[src/rtl/core/priority_audio_cue_command_controller_defines.svh]
// Assertion macros shared by the controller RTL.
`ifndef PRIORITY_AUDIO_CUE_COMMAND_CONTROLLER_DEFINES_SVH
`define PRIORITY_AUDIO_CUE_COMMAND_CONTROLLER_DEFINES_SVH

// Same-cycle implication, checked outside reset.
`define PACC_ASSERT_IMPLIES(label, clk, rst, lhs, rhs) \
   label: assert property (@(posedge clk) disable iff (rst) (lhs) |-> (rhs)) \
      else $error("pacc assertion failed");

// Next-cycle implication, checked outside reset.
`define PACC_ASSERT_NEXT(label, clk, rst, lhs, rhs) \
   label: assert property (@(posedge clk) disable iff (rst) (lhs) |=> (rhs)) \
      else $error("pacc assertion failed");

`endif

[src/rtl/core/pacc_pkg.sv]
`default_nettype none

package pacc_pkg;

   localparam logic [2:0] OP_PLAY   = 3'd0;
   localparam logic [2:0] OP_CLICK  = 3'd1;
   localparam logic [2:0] OP_STOP   = 3'd2;
   localparam logic [2:0] OP_VOLUME = 3'd3;
   localparam logic [2:0] OP_TICK   = 3'd4;
   localparam logic [2:0] OP_RX     = 3'd5;

   localparam logic [2:0] CSR_LINK_OK        = 3'd0;
   localparam logic [2:0] CSR_CLICK_TRACK    = 3'd1;
   localparam logic [2:0] CSR_CLICK_PRIORITY = 3'd2;
   localparam logic [2:0] CSR_LONG_TIMEOUT   = 3'd3;
   localparam logic [2:0] CSR_SHORT_TIMEOUT  = 3'd4;

   localparam int CSR_INDEX_W = 3;
   localparam int CSR_DATA_W  = 16;

   localparam logic [7:0] FRAME_START   = 8'h7E;
   localparam logic [7:0] FRAME_VERSION = 8'hFF;
   localparam logic [7:0] FRAME_LENGTH  = 8'h06;
   localparam logic [7:0] FRAME_END     = 8'hEF;
   localparam logic [7:0] FRAME_FEEDBACK = 8'h00;

   localparam logic [7:0] CMD_VOLUME = 8'h06;
   localparam logic [7:0] CMD_PLAY   = 8'h12;
   localparam logic [7:0] CMD_STOP   = 8'h16;
   localparam logic [7:0] CMD_FINISH = 8'h3D;

   localparam logic [4:0]  VOLUME_MAX     = 5'd30;
   localparam logic [4:0]  DEFAULT_VOLUME = 5'd20;
   localparam logic [15:0] LONG_TIMEOUT_RESET  = 16'd4000;
   localparam logic [15:0] SHORT_TIMEOUT_RESET = 16'd250;
   localparam logic [7:0]  CLICK_TRACK_RESET   = 8'd1;

   localparam logic [3:0] FRAME_LAST_INDEX = 4'd9;
   localparam logic [3:0] RX_BODY_CMD      = 4'd3;
   localparam logic [3:0] RX_BODY_LAST     = 4'd9;

   localparam int QUEUE_DEPTH = 4;
   localparam int QUEUE_PTR_W = $clog2(QUEUE_DEPTH);
   localparam int QUEUE_CNT_W = $clog2(QUEUE_DEPTH + 1);

   typedef struct packed {
      logic [2:0] op;
      logic [7:0] track;
      logic [7:0] priority_req;
      logic [7:0] level;
      logic [7:0] rx_byte;
   } req_word_type;

   typedef struct packed {
      logic [7:0] tx_byte;
      logic       last;
   } rsp_word_type;

   typedef struct packed {
      logic [7:0] cmd;
      logic [7:0] lsb;
      logic       last;
   } frame_desc_type;

   typedef struct packed {
      logic           valid0;
      frame_desc_type desc0;
      logic           valid1;
      frame_desc_type desc1;
   } frame_push_type;

   function automatic logic [15:0] frame_checksum(input logic [7:0] cmd,
                                                  input logic [7:0] lsb);
      logic [15:0] sum;
      sum = {8'h00, FRAME_VERSION} + {8'h00, FRAME_LENGTH} + {8'h00, cmd}
            + {8'h00, FRAME_FEEDBACK} + {8'h00, lsb};
      return 16'h0000 - sum;
   endfunction

endpackage

`default_nettype wire

[src/rtl/core/pacc_front.sv]
`default_nettype none

module pacc_front (
   input  wire logic                                clock,
   input  wire logic                                reset,
   input  wire logic                                req_valid,
   output logic                                     req_ready,
   input  wire pacc_pkg::req_word_type              req_word,
   input  wire logic                                csr_write_en,
   input  wire logic [pacc_pkg::CSR_INDEX_W-1:0]    csr_index,
   input  wire logic [pacc_pkg::CSR_DATA_W-1:0]     csr_wdata,
   input  wire logic                                queue_room,
   output pacc_pkg::frame_push_type                 push
);

   logic        link_ok_ff, link_ok_in;
   logic [7:0]  click_track_ff, click_track_in;
   logic [7:0]  click_priority_ff, click_priority_in;
   logic [15:0] long_timeout_ff, long_timeout_in;
   logic [15:0] short_timeout_ff, short_timeout_in;

   logic        playing_ff, playing_in;
   logic [7:0]  cur_priority_ff, cur_priority_in;
   logic [4:0]  volume_ff, volume_in;
   logic [15:0] elapsed_ff, elapsed_in;
   logic        short_active_ff, short_active_in;
   logic [3:0]  rx_count_ff, rx_count_in;
   logic        rx_finish_ff, rx_finish_in;

   logic        accept;
   logic        can_play;
   logic [4:0]  level_clamped;
   logic [15:0] limit;
   logic [15:0] elapsed_next;

   assign req_ready = queue_room;
   assign accept = req_valid && queue_room;
   assign can_play = link_ok_ff && (volume_ff != 5'd0);
   assign level_clamped = (req_word.level > {3'b000, pacc_pkg::VOLUME_MAX}) ?
                          pacc_pkg::VOLUME_MAX : req_word.level[4:0];
   assign limit = short_active_ff ? short_timeout_ff : long_timeout_ff;
   assign elapsed_next = (elapsed_ff == 16'hFFFF) ? elapsed_ff : elapsed_ff + 16'd1;

   always_comb begin
      link_ok_in = link_ok_ff;
      click_track_in = click_track_ff;
      click_priority_in = click_priority_ff;
      long_timeout_in = long_timeout_ff;
      short_timeout_in = short_timeout_ff;
      if (csr_write_en) begin
         unique case (csr_index)
            pacc_pkg::CSR_LINK_OK:        link_ok_in = csr_wdata[0];
            pacc_pkg::CSR_CLICK_TRACK:    click_track_in = csr_wdata[7:0];
            pacc_pkg::CSR_CLICK_PRIORITY: click_priority_in = csr_wdata[7:0];
            pacc_pkg::CSR_LONG_TIMEOUT:   long_timeout_in = csr_wdata;
            pacc_pkg::CSR_SHORT_TIMEOUT:  short_timeout_in = csr_wdata;
            default: begin
            end
         endcase
      end
   end

   always_comb begin
      playing_in = playing_ff;
      cur_priority_in = cur_priority_ff;
      volume_in = volume_ff;
      elapsed_in = elapsed_ff;
      short_active_in = short_active_ff;
      rx_count_in = rx_count_ff;
      rx_finish_in = rx_finish_ff;
      push = '0;
      if (accept) begin
         unique case (req_word.op)
            pacc_pkg::OP_PLAY: begin
               if (can_play) begin
                  short_active_in = 1'b0;
                  if (!playing_ff || (req_word.priority_req > cur_priority_ff)) begin
                     if (playing_ff) begin
                        push.valid0 = 1'b1;
                        push.desc0 = '{cmd: pacc_pkg::CMD_STOP, lsb: 8'h00, last: 1'b0};
                        push.valid1 = 1'b1;
                        push.desc1 = '{cmd: pacc_pkg::CMD_PLAY, lsb: req_word.track,
                                       last: 1'b1};
                     end else begin
                        push.valid0 = 1'b1;
                        push.desc0 = '{cmd: pacc_pkg::CMD_PLAY, lsb: req_word.track,
                                       last: 1'b1};
                     end
                     playing_in = 1'b1;
                     cur_priority_in = req_word.priority_req;
                     elapsed_in = 16'd0;
                  end
               end
            end
            pacc_pkg::OP_CLICK: begin
               if (can_play && !playing_ff) begin
                  push.valid0 = 1'b1;
                  push.desc0 = '{cmd: pacc_pkg::CMD_PLAY, lsb: click_track_ff, last: 1'b1};
                  playing_in = 1'b1;
                  cur_priority_in = click_priority_ff;
                  elapsed_in = 16'd0;
                  short_active_in = 1'b1;
               end
            end
            pacc_pkg::OP_STOP: begin
               push.valid0 = 1'b1;
               push.desc0 = '{cmd: pacc_pkg::CMD_STOP, lsb: 8'h00, last: 1'b1};
               playing_in = 1'b0;
               cur_priority_in = 8'h00;
            end
            pacc_pkg::OP_VOLUME: begin
               volume_in = level_clamped;
               if (link_ok_ff) begin
                  push.valid0 = 1'b1;
                  push.desc0 = '{cmd: pacc_pkg::CMD_VOLUME, lsb: {3'b000, level_clamped},
                                 last: 1'b1};
               end
            end
            pacc_pkg::OP_TICK: begin
               if (playing_ff) begin
                  elapsed_in = elapsed_next;
                  if (elapsed_next >= limit) begin
                     playing_in = 1'b0;
                     cur_priority_in = 8'h00;
                  end
               end
            end
            pacc_pkg::OP_RX: begin
               if (rx_count_ff == 4'd0) begin
                  if (req_word.rx_byte == pacc_pkg::FRAME_START) begin
                     rx_count_in = 4'd1;
                     rx_finish_in = 1'b0;
                  end
               end else begin
                  if (rx_count_ff == pacc_pkg::RX_BODY_CMD) begin
                     rx_finish_in = (req_word.rx_byte == pacc_pkg::CMD_FINISH);
                  end
                  if (rx_count_ff >= pacc_pkg::RX_BODY_LAST) begin
                     if (rx_finish_ff) begin
                        playing_in = 1'b0;
                        cur_priority_in = 8'h00;
                     end
                     rx_count_in = 4'd0;
                     rx_finish_in = 1'b0;
                  end else begin
                     rx_count_in = rx_count_ff + 4'd1;
                  end
               end
            end
            default: begin
            end
         endcase
      end
   end

   always_ff @(posedge clock) begin
      if (reset) begin
         link_ok_ff <= 1'b0;
         click_track_ff <= pacc_pkg::CLICK_TRACK_RESET;
         click_priority_ff <= 8'h00;
         long_timeout_ff <= pacc_pkg::LONG_TIMEOUT_RESET;
         short_timeout_ff <= pacc_pkg::SHORT_TIMEOUT_RESET;
         playing_ff <= 1'b0;
         cur_priority_ff <= 8'h00;
         volume_ff <= pacc_pkg::DEFAULT_VOLUME;
         elapsed_ff <= 16'd0;
         short_active_ff <= 1'b0;
         rx_count_ff <= 4'd0;
         rx_finish_ff <= 1'b0;
      end else begin
         link_ok_ff <= link_ok_in;
         click_track_ff <= click_track_in;
         click_priority_ff <= click_priority_in;
         long_timeout_ff <= long_timeout_in;
         short_timeout_ff <= short_timeout_in;
         playing_ff <= playing_in;
         cur_priority_ff <= cur_priority_in;
         volume_ff <= volume_in;
         elapsed_ff <= elapsed_in;
         short_active_ff <= short_active_in;
         rx_count_ff <= rx_count_in;
         rx_finish_ff <= rx_finish_in;
      end
   end

endmodule

`default_nettype wire

[src/rtl/core/pacc_queue.sv]
`default_nettype none

module pacc_queue (
   input  wire logic                               clock,
   input  wire logic                               reset,
   input  wire pacc_pkg::frame_push_type           push,
   output logic                                    room,
   output logic                                    head_valid,
   output pacc_pkg::frame_desc_type                head_desc,
   input  wire logic                               pop,
   output logic [pacc_pkg::QUEUE_CNT_W-1:0]        count
);

   pacc_pkg::frame_desc_type entry_ff [pacc_pkg::QUEUE_DEPTH];

   logic [pacc_pkg::QUEUE_PTR_W-1:0] wr_ptr_ff, wr_ptr_in;
   logic [pacc_pkg::QUEUE_PTR_W-1:0] rd_ptr_ff, rd_ptr_in;
   logic [pacc_pkg::QUEUE_CNT_W-1:0] count_ff, count_in;
   logic [pacc_pkg::QUEUE_PTR_W-1:0] wr_ptr_next;
   logic                             do_pop;

   assign wr_ptr_next = wr_ptr_ff + pacc_pkg::QUEUE_PTR_W'(1);
   assign head_valid = (count_ff != '0);
   assign head_desc = entry_ff[rd_ptr_ff];
   assign do_pop = pop && head_valid;
   assign room = (count_ff <= pacc_pkg::QUEUE_CNT_W'(pacc_pkg::QUEUE_DEPTH - 2));
   assign count = count_ff;

   always_comb begin
      wr_ptr_in = wr_ptr_ff;
      rd_ptr_in = rd_ptr_ff;
      count_in = count_ff;
      if (push.valid0 && push.valid1) begin
         wr_ptr_in = wr_ptr_ff + pacc_pkg::QUEUE_PTR_W'(2);
         count_in = count_in + pacc_pkg::QUEUE_CNT_W'(2);
      end else if (push.valid0) begin
         wr_ptr_in = wr_ptr_next;
         count_in = count_in + pacc_pkg::QUEUE_CNT_W'(1);
      end
      if (do_pop) begin
         rd_ptr_in = rd_ptr_ff + pacc_pkg::QUEUE_PTR_W'(1);
         count_in = count_in - pacc_pkg::QUEUE_CNT_W'(1);
      end
   end

   always_ff @(posedge clock) begin
      if (push.valid0) begin
         entry_ff[wr_ptr_ff] <= push.desc0;
      end
      if (push.valid0 && push.valid1) begin
         entry_ff[wr_ptr_next] <= push.desc1;
      end
   end

   always_ff @(posedge clock) begin
      if (reset) begin
         wr_ptr_ff <= '0;
         rd_ptr_ff <= '0;
         count_ff <= '0;
      end else begin
         wr_ptr_ff <= wr_ptr_in;
         rd_ptr_ff <= rd_ptr_in;
         count_ff <= count_in;
      end
   end

endmodule

`default_nettype wire

[src/rtl/core/pacc_back.sv]
`default_nettype none

module pacc_back (
   input  wire logic                     clock,
   input  wire logic                     reset,
   input  wire logic                     head_valid,
   input  wire pacc_pkg::frame_desc_type head_desc,
   output logic                          pop,
   output logic                          rsp_valid,
   input  wire logic                     rsp_ready,
   output pacc_pkg::rsp_word_type        rsp_word
);

   logic                     busy_ff, busy_in;
   logic [3:0]               idx_ff, idx_in;
   pacc_pkg::frame_desc_type desc_ff, desc_in;
   logic [15:0]              cs_ff, cs_in;
   logic                     rsp_valid_ff, rsp_valid_in;
   pacc_pkg::rsp_word_type   rsp_word_ff, rsp_word_in;

   logic       load_out;
   logic       step;
   logic       final_byte;
   logic [7:0] cur_byte;

   assign load_out = !rsp_valid_ff || rsp_ready;
   assign step = busy_ff && load_out;
   assign final_byte = step && (idx_ff == pacc_pkg::FRAME_LAST_INDEX);
   assign pop = head_valid && (!busy_ff || final_byte);
   assign rsp_valid = rsp_valid_ff;
   assign rsp_word = rsp_word_ff;

   always_comb begin
      unique case (idx_ff)
         4'd0:    cur_byte = pacc_pkg::FRAME_START;
         4'd1:    cur_byte = pacc_pkg::FRAME_VERSION;
         4'd2:    cur_byte = pacc_pkg::FRAME_LENGTH;
         4'd3:    cur_byte = desc_ff.cmd;
         4'd4:    cur_byte = pacc_pkg::FRAME_FEEDBACK;
         4'd5:    cur_byte = 8'h00;
         4'd6:    cur_byte = desc_ff.lsb;
         4'd7:    cur_byte = cs_ff[15:8];
         4'd8:    cur_byte = cs_ff[7:0];
         default: cur_byte = pacc_pkg::FRAME_END;
      endcase
   end

   always_comb begin
      busy_in = busy_ff;
      idx_in = idx_ff;
      desc_in = desc_ff;
      cs_in = cs_ff;
      if (final_byte) begin
         busy_in = 1'b0;
      end else if (step) begin
         idx_in = idx_ff + 4'd1;
      end
      if (pop) begin
         busy_in = 1'b1;
         idx_in = 4'd0;
         desc_in = head_desc;
         cs_in = pacc_pkg::frame_checksum(head_desc.cmd, head_desc.lsb);
      end
      rsp_valid_in = rsp_valid_ff;
      rsp_word_in = rsp_word_ff;
      if (load_out) begin
         rsp_valid_in = busy_ff;
         rsp_word_in.tx_byte = cur_byte;
         rsp_word_in.last = desc_ff.last && (idx_ff == pacc_pkg::FRAME_LAST_INDEX);
      end
   end

   always_ff @(posedge clock) begin
      desc_ff <= desc_in;
      cs_ff <= cs_in;
      rsp_word_ff <= rsp_word_in;
   end

   always_ff @(posedge clock) begin
      if (reset) begin
         busy_ff <= 1'b0;
         idx_ff <= 4'd0;
         rsp_valid_ff <= 1'b0;
      end else begin
         busy_ff <= busy_in;
         idx_ff <= idx_in;
         rsp_valid_ff <= rsp_valid_in;
      end
   end

endmodule

`default_nettype wire

[src/rtl/core/priority_audio_cue_command_controller.sv]
// Command controller for a serial audio-player module.
// Events arrive as words on the req_ channel (valid/ready) and are handled in
// order; each command frame leaves as ten words on the rsp_ channel, one byte
// per word, with last set on the final byte produced for an event.
// The front end updates playback state and accepts one word per cycle while
// the frame queue has room for two frames; the back end serializes frames at
// one byte per cycle while rsp_ready is high, via a registered output stage.
// A frame goes from the queue to the serializer, then to the output register.
// A preempting play sends a stop frame followed by a play frame.
// Throughput: one byte per cycle while rsp_ready is high, frames back to back.
// Events that produce no frame are handled by the front end alone.
// When rsp_ready is low the output holds and the serializer waits; the queue
// holds up to four frames, and req_ready drops once three are waiting.
// Synchronous reset clears playback state, the queue and the output stage and
// loads the register defaults. Registers on the csr_ port are to be written
// only while the block is idle; the block itself does not enforce this.
`default_nettype none
`include "priority_audio_cue_command_controller_defines.svh"

module priority_audio_cue_command_controller (
   input  wire logic                                clock,
   input  wire logic                                reset,
   input  wire logic                                req_valid,
   output logic                                     req_ready,
   input  wire pacc_pkg::req_word_type              req_word,
   output logic                                     rsp_valid,
   input  wire logic                                rsp_ready,
   output pacc_pkg::rsp_word_type                   rsp_word,
   input  wire logic                                csr_write_en,
   input  wire logic [pacc_pkg::CSR_INDEX_W-1:0]    csr_index,
   input  wire logic [pacc_pkg::CSR_DATA_W-1:0]     csr_wdata
);

   pacc_pkg::frame_push_type          push;
   pacc_pkg::frame_desc_type          head_desc;
   logic                              queue_room;
   logic                              head_valid;
   logic                              pop;
   logic [pacc_pkg::QUEUE_CNT_W-1:0]  q_count;

   pacc_front u_front (
      .clock        (clock),
      .reset        (reset),
      .req_valid    (req_valid),
      .req_ready    (req_ready),
      .req_word     (req_word),
      .csr_write_en (csr_write_en),
      .csr_index    (csr_index),
      .csr_wdata    (csr_wdata),
      .queue_room   (queue_room),
      .push         (push)
   );

   pacc_queue u_queue (
      .clock      (clock),
      .reset      (reset),
      .push       (push),
      .room       (queue_room),
      .head_valid (head_valid),
      .head_desc  (head_desc),
      .pop        (pop),
      .count      (q_count)
   );

   pacc_back u_back (
      .clock      (clock),
      .reset      (reset),
      .head_valid (head_valid),
      .head_desc  (head_desc),
      .pop        (pop),
      .rsp_valid  (rsp_valid),
      .rsp_ready  (rsp_ready),
      .rsp_word   (rsp_word)
   );

   `PACC_ASSERT_IMPLIES(a_pair_order, clock, reset, push.valid1,
      push.valid0 && !push.desc0.last && push.desc1.last)
   `PACC_ASSERT_IMPLIES(a_no_overflow, clock, reset, push.valid0,
      q_count <= pacc_pkg::QUEUE_CNT_W'(pacc_pkg::QUEUE_DEPTH - 2))
   `PACC_ASSERT_NEXT(a_push_lands, clock, reset, push.valid0 && !pop,
      q_count != '0)

endmodule

`default_nettype wire

[config.mk]
export PLATFORM = sky130hd
export DESIGN_NAME = priority_audio_cue_command_controller
export DESIGN_NICKNAME = d
export VERILOG_FILES = /design/src/rtl/core/pacc_pkg.sv /design/src/rtl/core/pacc_front.sv /design/src/rtl/core/pacc_queue.sv /design/src/rtl/core/pacc_back.sv /design/src/rtl/core/priority_audio_cue_command_controller.sv
export VERILOG_INCLUDE_DIRS = /design/src /design/src/rtl/core
export SDC_FILE = /design/constraint.sdc
export NUM_CORES = 1
export LEC_CHECK = 0
export BUFFER_PORTS_ARGS = -buffer_cell sky130_fd_sc_hd__buf_4
export CAP_MARGIN = 40
export CORE_ASPECT_RATIO = 1.2
export CORE_MARGIN = 2
export CORE_UTILIZATION = 65
export CTS_CLUSTER_SIZE = 14
export DETAILED_ROUTE_END_ITERATION = 16
export GPL_ROUTABILITY_DRIVEN = 0
export PLACE_DENSITY_LB_ADDON = 0.08
export REMOVE_ABC_BUFFERS = 1
export SLEW_MARGIN = 25
export SYNTH_ARGS = -nofsm -noshare
export SYNTH_HDL_FRONTEND = slang
export SYNTH_SLANG_ARGS = --single-unit
[constraint.sdc]
create_clock -name clock -period 7 [get_ports clock]
set_input_delay 1.4 -clock clock [delete_from_list [all_inputs] [get_ports clock]]
set_output_delay 1.4 -clock clock [all_outputs]
set_load 0.05 [all_outputs]
==> results.yml, run 1 <==
synthesis:
  ys_types: 66
  yosys_register_bits: 179
  synth_most_common_cell: "nand2_1"
  synth-seq-area-share_pct: 45.2
  syn_area_sq_um: 9600
  synth_top_cells_by_area: "edfxtp_1, dfxtp_1, ha_1"
  async_reset_ff_share_pct: 0
  ys.flop_type: "dfxtp_1"
  synth_cells: 1028
  yosysWarnings: 0
  syn-mean-instance-area_sq_um: 9.34
  synth_top_cells_by_count: "nand2_1, nor2_1, dfxtp_1"
  synth.largest_area_cell: "edfxtp_1"
  synth_top_area_share_pct: 23.5
  synth_edf_count: 75
power:
  vdd_drop_max_v: 0.000160
  p_leak_nw: 3.97
  powerDensity_nw_per_um2: 280
  total_power_mw: 3.02
floorplan:
  die-width_um: 115
  io_pins: 70
  die_area_sq_um: 15800
  start_util_pct: 66.6
  die_h_um: 137
  placementRows: 48
  core_sq_um: 14400
cts:
  clk_pin_slew_worst_paths_ns: 0.07
  postCtsHoldBufs: 0
  clock_path_buffers: 2
  cts_root_buf: "clkbuf_16"
  insertion_delay_ns: 0.43
  cts_setup_buffers: 0
  cts_tree: "yes"
  cts_resized: 0
  cts-htree-levels: 4
  clock-sinks: 179
  numCtsBuffers: 17
finish:
  layout.nets: 1183
  antenna_cells: 0
  drive_above_1_share_pct: 13.6
  fillers: 1063
  final_cells: 1259
  syn_to_final_growth_pct: 12.5
  stdcell_area_sq_um: 10800
global_routing:
  antenna_found_initial: 0
  grt_remaining_overflow: 0
  grt_pass1_vias: 7300
  grt_max_degree: 65
  grt_pass1_wl_mm: 36.3
  grt_use_total_pct: 30.0
flow_run:
  cap_violations: 0
route:
  routed-via-count: 7884
  drt-initial-drc-count: 799
  routedWlPerCell_um: 18.3
  routed_wl_mm: 23.1
  drt_pre_antenna_iters: 6
  vias_per_cell: 6.26
  postRouteAntennaNets: 0
  drcViolationCount: 0
timing:
  slew_viol_final: 0
  final-hold-violation-count: 0
  clock.fmax_ghz: 0.246
  fin_crit_ns: 4.06
  final-setup-viol-count: 0
  worst_slack_ns: 2.94
  skew_ns: 0.0102
  tns_ns: 0
  worst_slew_pin_slew_ns: 0.793
  final.period_utilization_pct: 58.0
  relSlewSlack_pct: 46.9
  rsz0062_at_grt: "no"
worst_setup_path:
  end_kind: "register"
  cp.required_ns: 7.34
  startpoint_type: "register"
  crit_type: "register to register"
  reg2regPathDepth: 15
  reg2reg_setup_slack_ns: 2.94
  r2r-end: "u_front.cur_priority_ff[3]"
  cp_max_fo: 13
  critical_path_arrival_ns: 4.40
  r2r_start: "u_front.elapsed_ff[5]"
place:
  dpl_cell_area_sq_um: 10100
  pre_cts_ws_ns: 2.52
  dp_cells: 1222
  portBuffers: 69
  dp_hpwl_mm: 17.1
min_path:
  min_from: "u_front.short_timeout_ff[0]"
  min_path_cells: 2
  whs_endpoint: "u_front.short_timeout_ff[0]"
  hold_class: "register to register"
outcome:
  outcome: "finished, final reports clean"
-- per-layer routing --
metal  vias up  part of all wire (%)  track usage, %
met3        78                   5.2            5.14
met1      3687                    38            34.2
met4         0                   4.7            14.7
met5         -                     0               0
met2       318                    53            53.9
li1       3801                     -               -
-- power breakdown --
group          switching [mW]  internal (mW)
logic                   0.432          0.288
clock network           0.416          0.565
registers              0.0633           1.26
total                   0.912           2.11
-- flip-flops by register name, indices dropped and copies added (netlist names), 5 cells and up, named ones only --
name                       cells
u_queue.entry_ff              48
u_front.elapsed_ff            16
u_front.long_timeout_ff       16
u_front.short_timeout_ff      16
u_back.desc_ff                12
u_back.cs_ff                  10
u_back.rsp_word                9
u_front.click_priority_ff      8
u_front.click_track_ff         8
u_front.cur_priority_ff        8
u_front.volume_ff              5
-- layout make-up --
class | count | area, sq um | area share (%)
well taps | 175 | 219 | 2.03
clock buffers | 20 | 468 | 4.33
repair buffers | 80 | 602 | 5.57
inverters | 41 | 154 | 1.42
multi-input cells | 752 | 4880 | 45.2
flip-flops and latches | 179 | 4330 | 40.1
clock inverters | 12 | 144 | 1.33
-- worst max-delay path by stage --
stage	start	to	slack [ns]	cells after the start
final	u_front.elapsed_ff[5]	u_front.cur_priority_ff[3]	2.94	15
after CTS	req_word[23]	u_queue.entry_ff[3][1]	2.89	9
after global placement	req_word[23]	u_queue.entry_ff[0][0]	2.64	9
after global routing	u_front.elapsed_ff[4]	u_front.cur_priority_ff[3]	2.49	15
after floorplan	req_word[17]	u_queue.count[2]	2.76	11
after detailed placement	req_word[22]	u_queue.entry_ff[1][4]	2.52	9
-- layout by cell type (no fill, tap or decap), types with 4 or more instances in the layout --
cell type | netlist | layout
xor2_1 | 7 | 7
a311oi_1 | 6 | 6
o21ai_0 | 26 | 26
a22o_1 | 16 | 16
edfxtp_1 | 75 | 75
nor2b_1 | 8 | 7
or2_2 | 6 | 6
nand2b_1 | 5 | 5
nand2_1 | 143 | 143
and3_1 | 10 | 10
nand3b_1 | 16 | 16
nor3_1 | 14 | 14
ha_1 | 52 | 52
xnor2_1 | 16 | 16
o211ai_1 | 8 | 8
buf_4 | 2 | 77
mux2_2 | 4 | 4
a21oi_1 | 91 | 91
and2_1 | 6 | 6
clkbuf_16 | 0 | 18
a22oi_1 | 46 | 46
a211o_1 | 5 | 5
mux4_2 | 12 | 12
a211oi_1 | 17 | 17
inv_1 | 41 | 41
nor2_1 | 116 | 116
dfxtp_1 | 104 | 104
mux2i_1 | 16 | 16
nand3_1 | 28 | 28
a21o_1 | 14 | 14
nand4_1 | 8 | 8
o21a_1 | 6 | 6
a31oi_1 | 4 | 4
-- worst max-delay path, stage by stage, from the launching register on --
cell	delay, ns
dfxtp_1	0.45
nand4_1	0.19
nor4_2	0.42
nand3_1	0.46
nand2_1	0.24
nor2_1	0.11
xnor2_1	0.13
ha_1	0.29
and3_1	0.16
or3b_1	0.38
o221ai_1	0.16
a211oi_1	0.10
a211oi_2	0.34
buf_4	0.26
nor2_1	0.06
a211oi_1	0.22
-- metrics by stage --
stage                     hold slack (ns)  util, %
after CTS                           0.454     74.7
after global placement              0.441     70.3
final                               0.457     74.9
after detailed placement            0.444     70.4
after global routing                0.477     74.9
after floorplan                     0.427        -
-- kinds of logic after synthesis --
| family | count (synthesis) | synth area share (%) |
|---|---|---|
| muxes | 33 | 5.07 |
| adders and majority gates | 53 | 6.99 |
| and+or+nand+nor | 379 | 18.0 |
| xor gates and xnor gates | 23 | 2.10 |
| buffers and inverters | 97 | 4.09 |
| DFF | 179 | 45.2 |
| AOI/OAI and AO/OA | 264 | 18.6 |
Power figures use the tool's default switching activity.
==> run 2, diff against run 1 <==
CORE_UTILIZATION = 61   (was 65)
clock period = 4 ns   (was 7 ns; I/O delays follow)
==> run 2 against run 1 <==
Hold slack worse by 0.0033 ns; largest cell class unchanged; clock power grew 88%; highest routed layer unchanged; via count about the same; critical path type unchanged; sequential share of layout area is 0.53 points lower.
==> results.yml, run 2 (same netlist as run 1, synthesis figures left out) <==
floorplan:
  start_util_pct: 61.9
  die_h_um: 141
  core_sq_um: 15500
  die_area_sq_um: 16800
  io_pins: 70
  placementRows: 50
  die-width_um: 119
flow_run:
  cap_violations: 0
timing:
  final.period_utilization_pct: 86.2
  fin_crit_ns: 3.45
  final-setup-viol-count: 0
  clock.fmax_ghz: 0.290
  worst_slew_pin_slew_ns: 0.843
  relSlewSlack_pct: 43.7
  slew_viol_final: 0
  skew_ns: 0.00698
  rsz0062_at_grt: "no"
  final-hold-violation-count: 0
  tns_ns: 0
worst_setup_path:
  reg2regPathDepth: 15
  worst-path-buf-inv: 1
  startpoint_type: "register"
  critical_path_arrival_ns: 3.80
  cp.required_ns: 4.35
  critPathTopFamily: "simple AND/OR/NAND/NOR gates"
  path_cells: "nand4_1, nor4_2, nand3_1, nand2_1, nor2_1, xnor2_1, ha_1, and3_1, or3b_1, o221ai_1, a211oi_1, a211oi_2, buf_4, nor2_1, a211oi_1"
  cp_max_fo: 16
  end_kind: "register"
  crit_type: "register to register"
  crit_path_top_delay_cell: "dfxtp_1"
  cpPeakStageDelay_ns: 0.43
  worst-path-stages: 15
place:
  portBuffers: 69
  dpl_cell_area_sq_um: 10300
  dp_hpwl_mm: 17.3
route:
  vias_per_cell: 6.07
  postRouteAntennaNets: 0
  drcViolationCount: 0
  routed_wl_mm: 23.5
  routedWlPerCell_um: 18.1
  drt-initial-drc-count: 580
  routed-via-count: 7890
  drt_pre_antenna_iters: 6
global_routing:
  grt_use_total_pct: 28.9
  grt_remaining_overflow: 0
  grt_max_degree: 56
  antenna_found_initial: 0
  grt_pass1_wl_mm: 37.7
  grt_pass1_vias: 7350
finish:
  antenna_cells: 0
  layout.nets: 1190
  layout_common_cells: "nand2_1, nor2_1, dfxtp_1"
  syn_to_final_growth_pct: 14.1
  largest_reg_flops: 48
  layout_commonest_cell: "nand2_1"
  stdcell_area_sq_um: 10900
  top_register: "u_queue.entry_ff"
  fillers: 1224
  drive_above_1_share_pct: 13.9
min_path:
  hold_class: "register to register"
  min_path_cells: 2
cts:
  cts_tree: "yes"
  clock_path_buffers: 2
  cts_resized: 0
  numCtsBuffers: 17
  cts_setup_buffers: 0
  insertion_delay_ns: 0.44
  postCtsHoldBufs: 0
  cts-htree-levels: 4
  clk_pin_slew_worst_paths_ns: 0.06
  clock-sinks: 179
  cts_root_buf: "clkbuf_16"
power:
  p_sw_mw: 1.59
  power.share.clock_pct: 33.9
  combPwrFrac_pct: 23.7
  powerDensity_nw_per_um2: 497
  power_frac_seq_pct: 42.4
  internal_power_mw: 3.85
  vdd_drop_max_v: 0.000309
  p_sw_share_pct: 29.3
  p_leak_nw: 4.04
outcome:
  outcome: "finished, final reports clean"
-- run 2: changes by cell type in the layout (fill, tap and decap cells not counted), moves of 2 or more --
cell,previous run,this run
buf_4,77,87
clkbuf_16,18,20
clkinv_2,2,0
inv_8,3,1
-- run 2: final timing paths --
kind	start	end	slack (ns)
max reg2reg	u_front.elapsed_ff[5]	u_front.cur_priority_ff[0]	0.55
min	u_front.click_priority_ff[7]	u_front.click_priority_ff[7]	0.45
min reg2reg	u_front.click_priority_ff[7]	u_front.click_priority_ff[7]	0.45
max	u_front.elapsed_ff[5]	u_front.cur_priority_ff[0]	0.55
-- run 2: cell type report --
| cell class | instances | area (sq um) | area share, % |
|---|---|---|---|
| multi-input cells | 752 | 4880 | 44.6 |
| flip-flops and latches | 179 | 4330 | 39.6 |
| repair buffers | 87 | 653 | 5.97 |
| clock buffers | 24 | 536 | 4.89 |
| well taps | 208 | 260 | 2.38 |
| inverters | 41 | 154 | 1.41 |
| clock inverters | 8 | 131 | 1.20 |
-- run 2: worst min-delay path, cell delays in order, from the launching register on --
cell	delay, ns
dfxtp_1	0.31
nand2_1	0.05
a21oi_1	0.05
-- run 2: stage by stage --
stage | setup slack, ns | instances | util, % | power [mW] | hold slack [ns]
after global routing | 0.158 | 1299 | 70.6 | 5.70 | 0.469
final | 0.550 | 1299 | 70.6 | 5.44 | 0.454
after CTS | 0.550 | 1299 | 70.6 | 5.47 | 0.456
after detailed placement | 0.556 | 1267 | 66.3 | 3.62 | 0.446
after global placement | 0.585 | 1267 | 66.3 | 3.58 | 0.441
after floorplan | 0.363 | 972 | - | 3.21 | 0.427
-- run 2: power groups by stage --
stage               logic, mW  registers, mW  clock network, mW
finish                   1.29           2.31               1.84
global route             1.43           2.33               1.94
CTS                      1.30           2.31               1.86
detailed placement       1.27           2.35                  0
global placement         1.24           2.34                  0
floorplan               0.804           2.41                  0
-- run 2: metal layers --
metal  GRT usage, %  wire length, um
met5              0                0
met4           11.0              713
met3           4.58             1060
met2           53.2            12600
met1           33.8             9190
==> run 3, diff against run 2 <==
ABC_AREA = 1   (was not set)
==> run 3 against run 2 <==
Global-route usage decreased by 1.6 points; sequential power up 4%; first-iteration DRC count down 0.17%; critical path depth rose by 6; via count rose by 4.1%; synthesized cell count grew 17%; design area fell by 0.74%; hold slack got worse by 0.0024 ns; critical endpoint is now u_front.cur_priority_ff[6]; largest power group unchanged; highest routed layer unchanged.
==> results.yml, run 3 <==
outcome:
  outcome: "finished, final reports clean"
cts:
  cts_root_buf: "clkbuf_16"
  clk_pin_slew_worst_paths_ns: 0.07
  clock-sinks: 179
  numCtsBuffers: 17
  cts_resized: 0
  cts-htree-levels: 4
  clock_path_buffers: 2
  postCtsHoldBufs: 0
  insertion_delay_ns: 0.43
  cts_tree: "yes"
  cts_setup_buffers: 0
synthesis:
  synth_top_cells_by_area: "edfxtp_1, dfxtp_1, nand2_1"
  syn-mean-instance-area_sq_um: 7.93
  syn_area_sq_um: 9510
  synth_most_common_cell: "nand2_1"
  synth_edf_count: 75
  synth_top_cells_by_count: "nand2_1, nor2_1, inv_1"
  synth_cells: 1200
  ys.flop_type: "dfxtp_1"
  synth.largest_area_cell: "edfxtp_1"
  ys_types: 47
  yosys_register_bits: 179
  synth_top_area_share_pct: 23.7
  synth-seq-area-share_pct: 45.6
  yosysWarnings: 0
  async_reset_ff_share_pct: 0
min_path:
  hold_class: "register to register"
global_routing:
  grt_remaining_overflow: 0
  grt_pass1_vias: 7724
  grt_max_degree: 35
  antenna_found_initial: 0
  grt_use_total_pct: 27.2
  grt_pass1_wl_mm: 36.3
finish:
  syn_to_final_growth_pct: 14.2
  layout_common_cells: "nand2_1, nor2_1, inv_1"
  antenna_cells: 0
  largest_reg_flops: 48
  top_register: "u_queue.entry_ff"
  fillers: 1299
  drive_above_1_share_pct: 11.8
  utilization_pct: 70.3
  stdcell_area_sq_um: 10900
  layout_commonest_cell: "nand2_1"
  layout.nets: 1383
route:
  drt_pre_antenna_iters: 5
  drcViolationCount: 0
  routed-via-count: 8214
  drt-initial-drc-count: 579
  routed_wl_mm: 21.9
  routedWlPerCell_um: 14.6
  postRouteAntennaNets: 0
  vias_per_cell: 5.51
timing:
  slew_viol_final: 0
  fin_crit_ns: 3.41
  final-setup-viol-count: 0
  tns_ns: 0
  final.period_utilization_pct: 85.2
  relSlewSlack_pct: 44.9
  skew_ns: 0.00820
  final-hold-violation-count: 0
  worst_slew_pin_slew_ns: 0.820
  rsz0062_at_grt: "no"
  clock.fmax_ghz: 0.294
worst_setup_path:
  cp_max_fo: 16
  startpoint_type: "register"
  cp.required_ns: 4.33
  end_kind: "register"
  crit_type: "register to register"
  critical_path_arrival_ns: 3.73
power:
  vdd_drop_max_v: 0.000281
  p_leak_nw: 4.64
  powerDensity_nw_per_um2: 540
flow_run:
  cap_violations: 0
floorplan:
  core_sq_um: 15500
  io_pins: 70
  placementRows: 50
  die_h_um: 141
  start_util_pct: 61.6
  die_area_sq_um: 16600
  die-width_um: 118
place:
  dpl_cell_area_sq_um: 10300
  portBuffers: 69
  dp_hpwl_mm: 16.3
## run 3: cell types whose count changed after synthesis, moves of 21 or more
cell | before | now
o21ai_1 | 0 | 27
inv_1 | 41 | 125
nand2_1 | 143 | 288
o21ai_0 | 26 | 85
a22oi_1 | 46 | 11
nand3_1 | 28 | 54
nor2_1 | 116 | 137
## run 3: worst paths after layout
| path | start | to | slack, ns | cells after the start |
|---|---|---|---|---|
| max | u_front.elapsed_ff[1] | u_front.cur_priority_ff[6] | 0.59 | 21 |
| max reg2reg | u_front.elapsed_ff[1] | u_front.cur_priority_ff[6] | 0.59 | 21 |
| min | u_front.long_timeout_ff[0] | u_front.long_timeout_ff[0] | 0.45 | 2 |
| min reg2reg | u_front.long_timeout_ff[0] | u_front.long_timeout_ff[0] | 0.45 | 2 |
## run 3: area by class of cell
class	count	area [sq um]	area share, %
clock inverter	14	156	1.44
clock buffer	18	429	3.95
multi-input combinational	853	4510	41.5
tap	208	260	2.39
sequential	179	4330	39.9
inverter	136	510	4.70
timing repair buffer	84	663	6.10
## run 3: kinds of logic after synthesis
kind of cell | after synthesis | share of synthesized area, %
buf+inv | 168 | 6.98
flops | 179 | 45.6
mux | 6 | 0.631
fa+ha+maj | 53 | 7.05
simple gates | 544 | 24.6
compound gates | 233 | 13.6
xor+xnor | 17 | 1.57
## run 3: through the flow
stage / setup slack [ns] / hold slack, ns / std cells / power [mW]
after CTS: 0.438 / 0.453 / 1491 / 5.88
after global routing: 0.159 / 0.482 / 1492 / 6.21
final: 0.594 / 0.451 / 1492 / 5.87
after detailed placement: 0.514 / 0.440 / 1459 / 4.23
after global placement: 0.652 / 0.433 / 1458 / 4.14
after floorplan: 1.04 / 0.424 / 1168 / 3.65
## run 3: report_power, final
part | leakage, nW | internal, mW | switching (mW) | total (mW)
registers | 1.53 | 2.29 | 0.112 | 2.40
clock network | 0.274 | 0.927 | 0.723 | 1.65
logic | 2.84 | 0.631 | 1.19 | 1.82
## run 3: per-layer routing
metal  wire length, um  track usage [%]
met5                 0                0
met4               564             11.4
met3              1020             4.13
met2             11100             48.8
met1              9190             32.7
## run 3: worst max-delay path, cell delays in order, from the launching register on
cell and delay, ns:
dfxtp_1 0.38, ha_1 0.23, inv_1 0.05, nor3_1 0.24, nand2_1 0.16, nor3_2 0.22, nand2_1 0.10, o21ai_0 0.16
inv_1 0.08, ha_1 0.27, nand2_1 0.05, inv_1 0.05, nand3_1 0.08, nor3_1 0.25, nand3_1 0.15, nand3_1 0.17
nor2_1 0.10, nor3_4 0.24, buf_12 0.17, nand2_1 0.06, nand2_1 0.05, nor2_1 0.04
